--- src/design/cra_pkg.sv ---
// Shared widths, opcode and status codes for the contiguous run allocator.
// No dependencies; imported by the top level and its checker.
package cra_pkg;

	localparam int OP_W  = 2;
	localparam int IDX_W = 8;
	localparam int LEN_W = 4;
	localparam int QS_W  = 9;
	localparam int ST_W  = 2;

	typedef logic [OP_W-1:0] op_t;
	typedef logic [ST_W-1:0] status_t;

	// request opcodes; the spare code is a no-op that reports done
	localparam op_t OP_ALLOC   = 2'd0;
	localparam op_t OP_RELEASE = 2'd1;
	localparam op_t OP_REINIT  = 2'd2;
	localparam op_t OP_NOP     = 2'd3;

	// result status codes
	localparam status_t ST_DONE     = 2'd0;
	localparam status_t ST_NOROOM   = 2'd1;
	localparam status_t ST_BADRANGE = 2'd2;

	// queue size after reset
	localparam logic [QS_W-1:0] QS_RESET = 9'd256;

endpackage

--- src/design/cra_ram.sv ---
// Generic single-write, single-read RAM with a registered read port.
// No dependencies; holds the free map of the allocator.
module cra_ram #(
	parameter int WIDTH = 1,
	parameter int DEPTH = 256
) (
	input  logic                     clk,
	input  logic                     we,
	input  logic [$clog2(DEPTH)-1:0] waddr,
	input  logic [WIDTH-1:0]         wdata,
	input  logic [$clog2(DEPTH)-1:0] raddr,
	output logic [WIDTH-1:0]         rdata
);

	logic [WIDTH-1:0] mem_q [DEPTH];
	logic [WIDTH-1:0] rdata_q;

	// write port and registered read port
	always_ff @(posedge clk) begin
		if (we) begin
			mem_q[waddr] <= wdata;
		end
		rdata_q <= mem_q[raddr];
	end

	assign rdata = rdata_q;

endmodule

--- src/design/contiguous_run_allocator.sv ---
// First-fit contiguous run allocator: free map in RAM, free count in flops.
// Depends on cra_pkg and cra_ram.
//
//  channel  | handshake                 | payload
//  ---------+---------------------------+------------------------------------
//  request  | start, busy (take: !busy) | opcode, start_index, run_length
//  result   | done (one-cycle strobe)   | status, run_start, free_entries
//  config   | queue_size_we             | queue_size_wdata
//
// Allocate scans one table position a cycle through the single RAM read port.
// Release writes one entry a cycle.
// Reinitialise sweeps the whole table through the write port.
// Bad requests and the spare opcode are answered in the next cycle without going busy.
// After reset the same sweep marks the whole map free, busy high.
// Results cannot be held off; a new request may be taken while done is high.
module contiguous_run_allocator
	import cra_pkg::*;
#(
	parameter int TABLE_DEPTH = 256,
	parameter int MAX_RUN     = 8
) (
	input  logic             clk,
	input  logic             arst_n,
	input  logic             start,
	output logic             busy,
	input  op_t              opcode,
	input  logic [IDX_W-1:0] start_index,
	input  logic [LEN_W-1:0] run_length,
	input  logic             queue_size_we,
	input  logic [QS_W-1:0]  queue_size_wdata,
	output logic             done,
	output status_t          status,
	output logic [IDX_W-1:0] run_start,
	output logic [QS_W-1:0]  free_entries
);

	localparam int AW = $clog2(TABLE_DEPTH);
	localparam logic [AW-1:0] LAST_ADDR = AW'(TABLE_DEPTH - 1);
	localparam logic [QS_W-1:0] DEPTH_CLAMP =
		QS_W'((TABLE_DEPTH > 511) ? 511 : TABLE_DEPTH);
	localparam logic [QS_W-1:0] RESET_FREE =
		QS_W'((TABLE_DEPTH < 256) ? TABLE_DEPTH : 256);

	typedef enum logic [1:0] {S_IDLE, S_SCAN, S_WRITE, S_SWEEP} state_t;

	state_t           state_q;
	logic [QS_W-1:0]  qsize_q;
	logic [QS_W-1:0]  free_total_q;
	logic             done_q;
	status_t          status_q;
	logic [IDX_W-1:0] run_start_q;
	logic             report_q;
	logic [AW-1:0]    sweep_q;
	logic [LEN_W-1:0] len_q;
	logic [LEN_W-1:0] run_cnt_q;
	logic [QS_W-1:0]  iss_pos_q;
	logic             chk_vld_s1;
	logic [QS_W-1:0]  chk_pos_s1;
	logic [AW-1:0]    wr_pos_q;
	logic [LEN_W-1:0] wr_left_q;
	logic             wr_val_q;

	logic [QS_W-1:0]  size;
	logic             len_ok;
	logic [QS_W:0]    rel_end;
	logic [QS_W:0]    rel_sum;
	logic [QS_W-1:0]  rel_total;
	logic [QS_W-1:0]  alloc_total;
	logic             issue;
	logic [QS_W-1:0]  found_pos;
	logic             ram_we;
	logic [AW-1:0]    ram_waddr;
	logic             ram_wdata;
	logic             ram_rdata;

	// clamp the queue size to the table
	assign size = (int'(qsize_q) > TABLE_DEPTH) ? DEPTH_CLAMP : qsize_q;

	// request checks and count updates
	assign len_ok      = (run_length != '0) && (int'(run_length) <= MAX_RUN);
	assign rel_end     = {2'b0, start_index} + {6'b0, run_length};
	assign rel_sum     = {1'b0, free_total_q} + {6'b0, run_length};
	assign rel_total   = (rel_sum > {1'b0, size}) ? size : rel_sum[QS_W-1:0];
	assign alloc_total = (free_total_q >= {5'b0, len_q}) ?
		(free_total_q - {5'b0, len_q}) : '0;

	// scan issue and start of the run that ends at the checked position
	assign issue     = iss_pos_q < size;
	assign found_pos = chk_pos_s1 - {5'b0, len_q} + 9'd1;

	// drive the RAM write port from the sequencer
	always_comb begin
		ram_we    = 1'b0;
		ram_waddr = wr_pos_q;
		ram_wdata = wr_val_q;
		unique case (state_q)
			S_WRITE: begin
				ram_we = 1'b1;
			end
			S_SWEEP: begin
				ram_we    = 1'b1;
				ram_waddr = sweep_q;
				ram_wdata = 1'b1;
			end
			default: begin
				ram_we = 1'b0;
			end
		endcase
	end

	cra_ram #(
		.WIDTH (1),
		.DEPTH (TABLE_DEPTH)
	) u_free_map (
		.clk   (clk),
		.we    (ram_we),
		.waddr (ram_waddr),
		.wdata (ram_wdata),
		.raddr (AW'(iss_pos_q)),
		.rdata (ram_rdata)
	);

	// sequencer, free count and result registers
	always_ff @(posedge clk or negedge arst_n) begin
		if (!arst_n) begin
			state_q      <= S_SWEEP;
			qsize_q      <= QS_RESET;
			free_total_q <= RESET_FREE;
			done_q       <= 1'b0;
			status_q     <= ST_DONE;
			run_start_q  <= '0;
			report_q     <= 1'b0;
			sweep_q      <= '0;
			len_q        <= '0;
			run_cnt_q    <= '0;
			iss_pos_q    <= '0;
			chk_vld_s1   <= 1'b0;
			chk_pos_s1   <= '0;
			wr_pos_q     <= '0;
			wr_left_q    <= '0;
			wr_val_q     <= 1'b0;
		end else begin
			done_q <= 1'b0;
			if (queue_size_we) begin
				qsize_q <= queue_size_wdata;
			end
			unique case (state_q)
				S_IDLE: begin
					if (start) begin
						len_q       <= run_length;
						run_cnt_q   <= '0;
						iss_pos_q   <= '0;
						chk_vld_s1  <= 1'b0;
						run_start_q <= '0;
						status_q    <= ST_DONE;
						unique case (opcode)
							OP_ALLOC: begin
								if (len_ok && ({5'b0, run_length} <= size)) begin
									state_q <= S_SCAN;
								end else begin
									done_q   <= 1'b1;
									status_q <= ST_NOROOM;
								end
							end
							OP_RELEASE: begin
								if (len_ok && (rel_end <= {1'b0, size})) begin
									wr_pos_q     <= AW'(start_index);
									wr_left_q    <= run_length;
									wr_val_q     <= 1'b1;
									free_total_q <= rel_total;
									state_q      <= S_WRITE;
								end else begin
									done_q   <= 1'b1;
									status_q <= ST_BADRANGE;
								end
							end
							OP_REINIT: begin
								report_q <= 1'b1;
								sweep_q  <= '0;
								state_q  <= S_SWEEP;
							end
							default: begin
								done_q <= 1'b1;
							end
						endcase
					end
				end
				S_SCAN: begin
					// issue the next position, check the one read last cycle
					chk_vld_s1 <= issue;
					chk_pos_s1 <= iss_pos_q;
					if (issue) begin
						iss_pos_q <= iss_pos_q + 9'd1;
					end
					if (chk_vld_s1) begin
						if (ram_rdata) begin
							if (run_cnt_q + LEN_W'(1) == len_q) begin
								run_start_q  <= IDX_W'(found_pos);
								wr_pos_q     <= AW'(found_pos);
								wr_left_q    <= len_q;
								wr_val_q     <= 1'b0;
								free_total_q <= alloc_total;
								chk_vld_s1   <= 1'b0;
								state_q      <= S_WRITE;
							end else begin
								run_cnt_q <= run_cnt_q + LEN_W'(1);
							end
						end else begin
							run_cnt_q <= '0;
						end
					end else if (!issue) begin
						// every position checked, no run found
						status_q <= ST_NOROOM;
						done_q   <= 1'b1;
						state_q  <= S_IDLE;
					end
				end
				S_WRITE: begin
					wr_pos_q  <= wr_pos_q + AW'(1);
					wr_left_q <= wr_left_q - LEN_W'(1);
					if (wr_left_q == LEN_W'(1)) begin
						done_q  <= 1'b1;
						state_q <= S_IDLE;
					end
				end
				S_SWEEP: begin
					sweep_q <= sweep_q + AW'(1);
					if (sweep_q == LAST_ADDR) begin
						sweep_q  <= '0;
						report_q <= 1'b0;
						state_q  <= S_IDLE;
						if (report_q) begin
							free_total_q <= size;
							done_q       <= 1'b1;
						end
					end
				end
				default: begin
					state_q <= S_IDLE;
				end
			endcase
		end
	end

	assign busy         = (state_q != S_IDLE);
	assign done         = done_q;
	assign status       = status_q;
	assign run_start    = run_start_q;
	assign free_entries = free_total_q;

endmodule

--- config.mk ---
export PLATFORM = sky130hd
export DESIGN_NAME = contiguous_run_allocator
export DESIGN_NICKNAME = d
export VERILOG_FILES = /design/src/design/cra_pkg.sv /design/src/design/cra_ram.sv /design/src/design/contiguous_run_allocator.sv
export SDC_FILE = /design/constraint.sdc
export NUM_CORES = 1
export LEC_CHECK = 0
export BUFFER_PORTS_ARGS = -buffer_cell sky130_fd_sc_hd__buf_2
export CAP_MARGIN = 20
export CORE_UTILIZATION = 63
export DETAILED_ROUTE_END_ITERATION = 8
export HOLD_SLACK_MARGIN = 0.15
export PLACE_DENSITY = 0.9
export SYNTH_ARGS = -nofsm -noshare
export SYNTH_HDL_FRONTEND = slang
export SYNTH_SLANG_ARGS = --single-unit
--- constraint.sdc ---
create_clock -name clk -period 4.9 [get_ports clk]
set_input_delay 0 -clock clk [delete_from_list [all_inputs] [get_ports clk]]
set_output_delay 0 -clock clk [all_outputs]
set_load 0.02 [all_outputs]
==> impl_results.md, run 1 <==
* Total power at 5.85 mW
* Worst-path cell chain: dlygate4sd3_1 -> buf_2 -> ha_1 -> inv_1 -> fa_1 -> nor2b_1 -> o21ai_0 -> nand2b_1 -> nand3_1 -> xnor2_1 -> ha_1 -> a22o_1 -> o41ai_2 -> nand2_2 -> a21o_1 -> a211oi_1 -> dlygate4sd3_1 -> o22ai_1
* Top_reg_cell synth: edfxtp_1
* Root Buffer: clkbuf_16
* GRT overflow at 0
* Dpl cell area at 18,000 um^2
* GRT Util Overall at 0.340
* Multi-input logic area at 7280 um^2
* Worst Setup SP: run_length[0]
* TritonRoute pass-1 iters at 6
* Critical path capture point type: flop
* Initial antenna violation count at 0
* Max_slew headroom at 0.250
* Worst Reg-to-Reg Cells at 13
* Most area-hungry cell type in the Yosys netlist: edfxtp_1
* Die area at 28,600 um^2
* # DRC at 0
* Number of I/O pins at 48
* CTS sink count at 336
* Slowest cell delay on critical path at 580 ps
* Post-route cell area at 19,500 um^2
* Clk_skew at 40.6 ps
* Slowest CP cell: dlygate4sd3_1
* Period utilisation layout at 0.771
* Fmax at 0.265 GHz
* Dpl cells at 1,843
* Average via count per standard cell at 6.80
* Routed WL per cell at 24.6 um
* Pins Over Slew Limit at 0
* Initial core utilization at 0.647
* Post-route minimum period at 3780 ps
* Syn Std Cell Area at 17,600 um^2
* Synth Register Bits at 336
* Post-CTS Hold Fix Bufs at 39
* Area delta synth->final at 10.8%
* H-tree depth at 2
* Layout Nets at 1,643
* Detailed Route Iter0 Violations at 1,880
* Synth top area cells: edfxtp_1, dfrtp_1, mux4_2, nor2_1, ha_1
* CTS max path bufs at 3
* CP arrival at 4150 ps
* Register area at 9690 um^2
* Rows at 60
* CORE AREA at 27,200 um^2
* Synth warn at 0
* Final Hold Vio Count at 0
* CTS tree: built
* RR Startpoint: free_entries[1]
* DIE WIDTH at 169 um
* Synth top area share at 0.437
* Fin cells at 1,942
* Worst-Skew Late Latency at 540 ps
* Post-synth EDFFs at 256
* Worst ir drop on vdd at 365 uV
* Setup WS post-layout at 1120 ps
* Share of cells above drive strength 1 at 0.141
* Dpl ws at 1330 ps
* ANT cells at 0
* Post-route setup TNS at 0 ps
* CTS-repair resized insts at 0
* Port Buffers at 47
* Critical path fanouts, max at 5
* Clk slew on worst S/H paths at 60 ps
* Total setup buffers inserted after CTS at 0
* End-of-flow core utilization at 0.717
* Crit path to: done
* HP Class: in2async
* GP Congestion at 0.931
* Pwr Density at 300 nW/um^2
* Mapped Cells at 1,499
* Async S/R FF share, synth at 0.235
* Total CTS buffers at 34
* Avg Inst Size Synth at 11.7 um^2
* First-pass GRT wire length at 73,400 um
* Leakage at 7.31 nW
* Vias in the first global route at 13.0k
* Antenna Violating Nets Remaining at 0
* Crit path required time at 5280 ps
* Status: finished clean
* WL final at 47,900 um
* Total vias in the final route at 13.2k
* Post-Syn Nets at 1,596
* Number of distinct library cells after synthesis at 79
* Max_cap viols at 0
* RSZ-0062 raised after global routing: no
* Crit start category: input port
* R2r setup slk at 1240 ps
* Dpl hpwl at 28,900 um
* Hold slack at 257 ps
* Slew of the pin with the lowest slew margin at 1120 ps
* Seq/Total Area, Yosys at 0.551
* R2r endpoint: free_entries[7]
* Final Setup Violations at 0
* Die height at 169 um
* Number of fill cells in the layout at 1,639
* Largest net degree at the start of global routing at 109
* Worst Setup Path Type: in2reg
-- kinds of logic (layout without fill, tap and decap cells) --
group | count (synthesis) | after routing | share of synthesized area
adder cells (fa/ha/maj) | 70 | 70 | 0.0515
XOR/XNOR | 36 | 36 | 0.0187
buffers and inverters | 140 | 211 | 0.0354
AO/OA/AOI/OAI | 237 | 237 | 0.0943
flip-flops | 336 | 336 | 0.551
multiplexers | 109 | 109 | 0.111
AND/OR/NAND/NOR | 571 | 571 | 0.138
-- worst min-delay path by stage --
stage | from | end | slack, ps | cells after the start
after floorplan | arst_n | chk_pos_s1[0] | -300 | 0
after global placement | arst_n | sweep_q[2] | -180 | 1
after detailed placement | arst_n | sweep_q[0] | -180 | 1
after CTS | arst_n | run_start[2] | 300 | 3
after global routing | arst_n | run_start[6] | 340 | 3
final | arst_n | run_start[2] | 260 | 3
-- area by class of cell --
cell class                      count  share of cell area
Timing Repair Buffer              105              0.0415
Clock inverter                     14             0.00790
Multi-Input combinational cell   1023               0.374
Clock buffer                       46              0.0465
Sequential cell                   336               0.498
Tap cell                          372              0.0239
Inverter                           46             0.00886
-- layout by cell type (no fill, tap or decap), types with 11 or more instances in the layout --
cell	Yosys	final
dfrtp_1	75	73
buf_2	16	46
nand4_1	15	15
a22o_1	11	11
o21ai_0	58	58
clkbuf_16	0	34
a21o_1	13	13
nor2_1	317	317
ha_1	66	66
a21oi_1	38	38
nor3_1	19	19
buf_4	0	17
xor2_1	11	11
mux2i_1	18	18
o22ai_1	13	13
mux2_2	21	21
nand3_1	38	38
edfxtp_1	256	256
a211oi_1	11	11
dlygate4sd3_1	0	39
nor2b_1	13	13
clkbuf_1	64	11
nand2_1	120	120
xnor2_1	24	24
mux4_2	64	64
inv_1	44	44
-- registers in the layout, summed over array words and instances (netlist names) --
signal            count
run_cnt_q             4
len_q                 4
chk_vld_s1            1
chk_pos_s1            8
iss_pos_q             9
wr_pos_q              8
report_q              1
free_entries          9
run_start             8
u_free_map.rdata      1
done                  1
u_free_map.mem_q    256
wr_val_q              1
wr_left_q             4
sweep_q               8
status                2
qsize_q               9
state_q               2
-- worst max-delay path, delay by kind of cell --
kind / cells / cell delay [ps]
adder cells (fa/ha/maj): 3 / 910
XOR/XNOR: 1 / 140
AO/OA/AOI/OAI: 6 / 1230
buffers and inverters: 4 / 1360
AND/OR/NAND/NOR: 4 / 510
-- cells in the mapped netlist, types with 21 or more instances --
library cell,count
mux4_2,64
nand2_1,120
nand3_1,38
nor2_1,317
ha_1,66
dfrtp_1,75
a21oi_1,38
clkbuf_1,64
inv_1,44
mux2_2,21
o21ai_0,58
xnor2_1,24
edfxtp_1,256
-- power breakdown --
| group | internal, mW | total, mW | leakage [nW] | switching [mW] |
|---|---|---|---|---|
| clock | 1.42 | 2.53 | 0.505 | 1.12 |
| combinational | 0.111 | 0.269 | 3.06 | 0.158 |
| sequential | 3.04 | 3.05 | 3.74 | 0.00749 |
-- layer usage --
layer | wire [um] | vias up | track usage
li1 | - | 5606 | -
met1 | 16600 | 6307 | 0.416
met2 | 23400 | 1058 | 0.579
met3 | 5210 | 232 | 0.0638
met4 | 2620 | 0 | 0.178
met5 | 0 | - | 0
Note: power is estimated with default switching activity, not from simulation.
==> run 2: changes to the inputs <==
--- a/config.mk
+++ b/config.mk
@@ -5,12 +5,13 @@
 export SDC_FILE = /design/constraint.sdc
 export NUM_CORES = 1
 export LEC_CHECK = 0
+export ABC_AREA = 1
 export BUFFER_PORTS_ARGS = -buffer_cell sky130_fd_sc_hd__buf_2
 export CAP_MARGIN = 20
-export CORE_UTILIZATION = 63
+export CORE_UTILIZATION = 57
 export DETAILED_ROUTE_END_ITERATION = 8
 export HOLD_SLACK_MARGIN = 0.15
-export PLACE_DENSITY = 0.9
+export PLACE_DENSITY = 0.87
 export SYNTH_ARGS = -nofsm -noshare
 export SYNTH_HDL_FRONTEND = slang
 export SYNTH_SLANG_ARGS = --single-unit
==> constraint.sdc (replaced) <==
create_clock -name clk -period 3.1 [get_ports clk]
set_input_delay 0 -clock clk [delete_from_list [all_inputs] [get_ports clk]]
set_output_delay 0 -clock clk [all_outputs]
set_load 0.02 [all_outputs]
==> run 2 against run 1 <==
Wire length is 1.4% higher. Non-clock buffer count is 32 higher. Register-to-register slack worse by 1100 ps. Cell area is 6.4% higher. Cell count is 33% higher. Critical path type is now reg2reg.
==> impl_results.md, run 2 <==
* Share of cells above drive strength 1 at 0.117 (-0.0240)
* Dpl hpwl at 30,100 um (+4.2%)
* Routed WL per cell at 18.8 um (-24%)
* Power Internal at 11.1 mW (+140%)
* Crit path required time at 3520 ps (-1760 ps)
* Worst-Skew Late Latency at 550 ps (about the same)
* CP arrival at 3350 ps (-800 ps)
* Most area-hungry cell type in the Yosys netlist: edfxtp_1
* First-pass GRT wire length at 75,900 um (+3.4%)
* Post-route setup TNS at 0 ps (unchanged)
* Final Hold Vio Count at 0 (unchanged)
* Rows at 65 (+8.3%)
* Register with the most flip-flops: u_free_map.mem_q
* Critical path capture point type: flop
* Post-synth EDFFs at 256 (unchanged)
* Clk slew on worst S/H paths at 60 ps (about the same)
* Most frequent cells in the layout: nor2_1, nand2_1, edfxtp_1
* Synth top area share at 0.421 (-0.0161)
* Root Buffer: clkbuf_16
* Switching power at 7.58 mW (+490%)
* GP Congestion at 0.929 (-0.26%)
* Top_reg_cell synth: edfxtp_1
* Register area at 9700 um^2 (about the same)
* CORE AREA at 31,600 um^2 (+16%)
* CTS tree: built
* Endpoint, Worst Hold: wr_pos_q[7]
* Max_cap viols at 0 (unchanged)
* H-tree depth at 2 (unchanged)
* Mapped Cells at 2,073 (+38%)
* Multi-input logic area at 7430 um^2 (+2.1%)
* # DRC at 0 (unchanged)
* Worst Reg-to-Reg Cells at 16 (+3)
* Largest net degree at the start of global routing at 98 (-10%)
* Total CTS buffers at 36 (+5.9%)
* Port Buffers at 47 (unchanged)
* Max FFs per register at 256 (unchanged)
* Synth warn at 0 (unchanged)
* Avg Inst Size Synth at 8.81 um^2 (-25%)
* Layout Nets at 2,242 (+36%)
* Worst Setup Path Type: reg2reg
* Worst Setup SP: qsize_q[7]
* TritonRoute pass-1 iters at 5 (-1)
* DIE WIDTH at 181 um (+7.0%)
* Async S/R FF share, synth at 0.235 (unchanged)
* Combinational fraction of design power at 0.417 (+0.371)
* HP Class: in2reg
* Pins Over Slew Limit at 0 (unchanged)
* Pwr Density at 901 nW/um^2 (+200%)
* R2r endpoint: iss_pos_q[3]
* GRT Util Overall at 0.293 (-0.0468)
* WL final at 48,500 um (+1.4%)
* Total vias in the final route at 15.4k (+16%)
* Synth Register Bits at 336 (unchanged)
* GRT overflow at 0 (unchanged)
* Fmax at 0.342 GHz
* Critical path fanouts, max at 16 (+11)
* RR Startpoint: qsize_q[7]
* Vias in the first global route at 14.8k (+13%)
* Leakage at 7.98 nW (+9.2%)
* Die area at 32,700 um^2 (+15%)
* Number of I/O pins at 48 (unchanged)
* Die height at 181 um (+7.0%)
* Antenna Violating Nets Remaining at 0 (unchanged)
* ANT cells at 0 (unchanged)
* Clk_skew at 23.8 ps (-16.8 ps)
* Number of fill cells in the layout at 2,379 (+45%)
* Post-route minimum period at 2930 ps
* Leading cell type in the layout, fill and taps excluded: nor2_1
* Synth top area cells: edfxtp_1, nor2_1, dfrtp_1, o21ai_0, nand2_1
* Seq/Total Area, Yosys at 0.531 (-0.0202)
* Net Sw Frac at 0.406 (+0.187)
* Crit start category: flop
* Worst ir drop on vdd at 528 uV (+45%)
* CTS max path bufs at 3 (unchanged)
* Initial core utilization at 0.579 (-0.0686)
* Initial antenna violation count at 0 (unchanged)
* Syn Std Cell Area at 18,300 um^2 (+3.8%)
* Max_slew headroom at 0.460 (+0.210)
* CTS sink count at 336 (unchanged)
* Post-synth top cells: nor2_1, nand2_1, edfxtp_1
* Area delta synth->final at 13.5%
* Hold path start: start_index[7]
* Slew of the pin with the lowest slew margin at 805 ps (-318 ps)
* Most common cell in the netlist: nor2_1
* Average via count per standard cell at 5.97 (-12%)
* Number of distinct library cells after synthesis at 52 (-34%)
* Worst hold stages at 4
* R2r setup slk at 170 ps (-1070 ps)
* Period utilisation layout at 0.944
* Final Setup Violations at 0 (unchanged)
* Fin cells at 2,574 (+33%)
* Clock Power Share at 0.250 (-0.183)
* Post-Syn Nets at 2,170 (+36%)
* Dpl cells at 2,450 (+33%)
* Status: finished clean
* Sequential fraction of design power at 0.333 (-0.188)
* Detailed Route Iter0 Violations at 1,879 (-0.053%)
## run 2: cell types whose count changed after synthesis, moves of 22 or more
cell,change
a21oi_1,+29
buf_2,+36
clkbuf_1,-35
inv_1,+112
mux4_2,-64
nand2_1,+156
nand3_1,+64
nor2_1,+232
o211ai_1,+29
o21ai_0,+155
o21ai_2,+22
## run 2: cells by family (layout without fill, tap and decap cells)
group / after synthesis / in the layout / synth area share
AND/OR/NAND/NOR: 1000 / 1001 / 0.226
buffers and inverters: 276 / 374 / 0.0683
adder cells (fa/ha/maj): 70 / 70 / 0.0496
AO/OA/AOI/OAI: 369 / 369 / 0.115
XOR/XNOR: 22 / 22 / 0.0106
flip-flops: 336 / 336 / 0.531
## run 2: power groups by stage
stage | combinational (mW) | sequential [mW] | clock [mW]
6_report | 7.78 | 6.21 | 4.67
4_1_cts | 7.32 | 6.20 | 4.70
3_3_place_gp | 6.92 | 6.27 | 0
3_5_place_dp | 7.14 | 6.29 | 0
2_1_floorplan | 5.19 | 6.31 | 0
5_1_grt | 8.56 | 6.25 | 4.88
## run 2: worst max-delay path by stage
stage,end,slack [ps],cells past startpoint
2_1_floorplan,free_entries[7],300,21
3_3_place_gp,wr_pos_q[7],200,20
3_5_place_dp,wr_pos_q[0],100,21
4_1_cts,wr_pos_q[0],70,22
5_1_grt,free_entries[8],-50,21
6_report,iss_pos_q[3],170,16
## run 2: timing repair
action	4_1_cts	5_1_grt
buffers inserted	0	7
hold buffers	51	0
endpoints found under the hold margin	105	0
gates resized for setup	0	31
endpoints found under the setup margin	0	86
## run 2: cell type report
| type | count | area share |
|---|---|---|
| flip-flops and latches | 336 | 0.468 |
| clock buffers | 43 | 0.0458 |
| clock inverters | 22 | 0.0164 |
| repair buffers | 137 | 0.0553 |
| well taps | 402 | 0.0243 |
| multi-input cells | 1462 | 0.359 |
| inverters | 172 | 0.0316 |
## run 2: critical path, stage by stage, from the launching register on
cell     delay, ps
dfrtp_1        370
inv_1          130
nand4_2        160
o21ai_2        210
inv_1          110
nor2_1         140
inv_1          140
ha_1           320
a21oi_1        160
o21ai_0        110
a21oi_1        280
nand2_2        160
a21oi_4        200
buf_12         150
inv_1           70
nand2_1         50
o21ai_1         50
## run 2: per-layer routing
metal | share of wire | wire [um] | track usage | up-vias
li1 | - | - | - | 7059
met1 | 0.39 | 18800 | 0.382 | 7242
met3 | 0.096 | 4640 | 0.0504 | 175
met5 | 0 | 0 | 0 | -
met2 | 0.47 | 23000 | 0.480 | 883
met4 | 0.044 | 2130 | 0.139 | 0
## run 2: through the flow
step                      hold WS (ps)   util  area [um^2]  setup WS [ps]  power, mW
after global routing               420  0.657        20700          -51.3       19.7
final                              378  0.657        20700            173       18.7
after CTS                          372  0.651        20500           73.8       18.2
after detailed placement          99.5  0.593        18700           95.1       13.4
after global placement            90.3  0.593        18700            196       13.2
after floorplan                   -296      -        18300            304       11.5
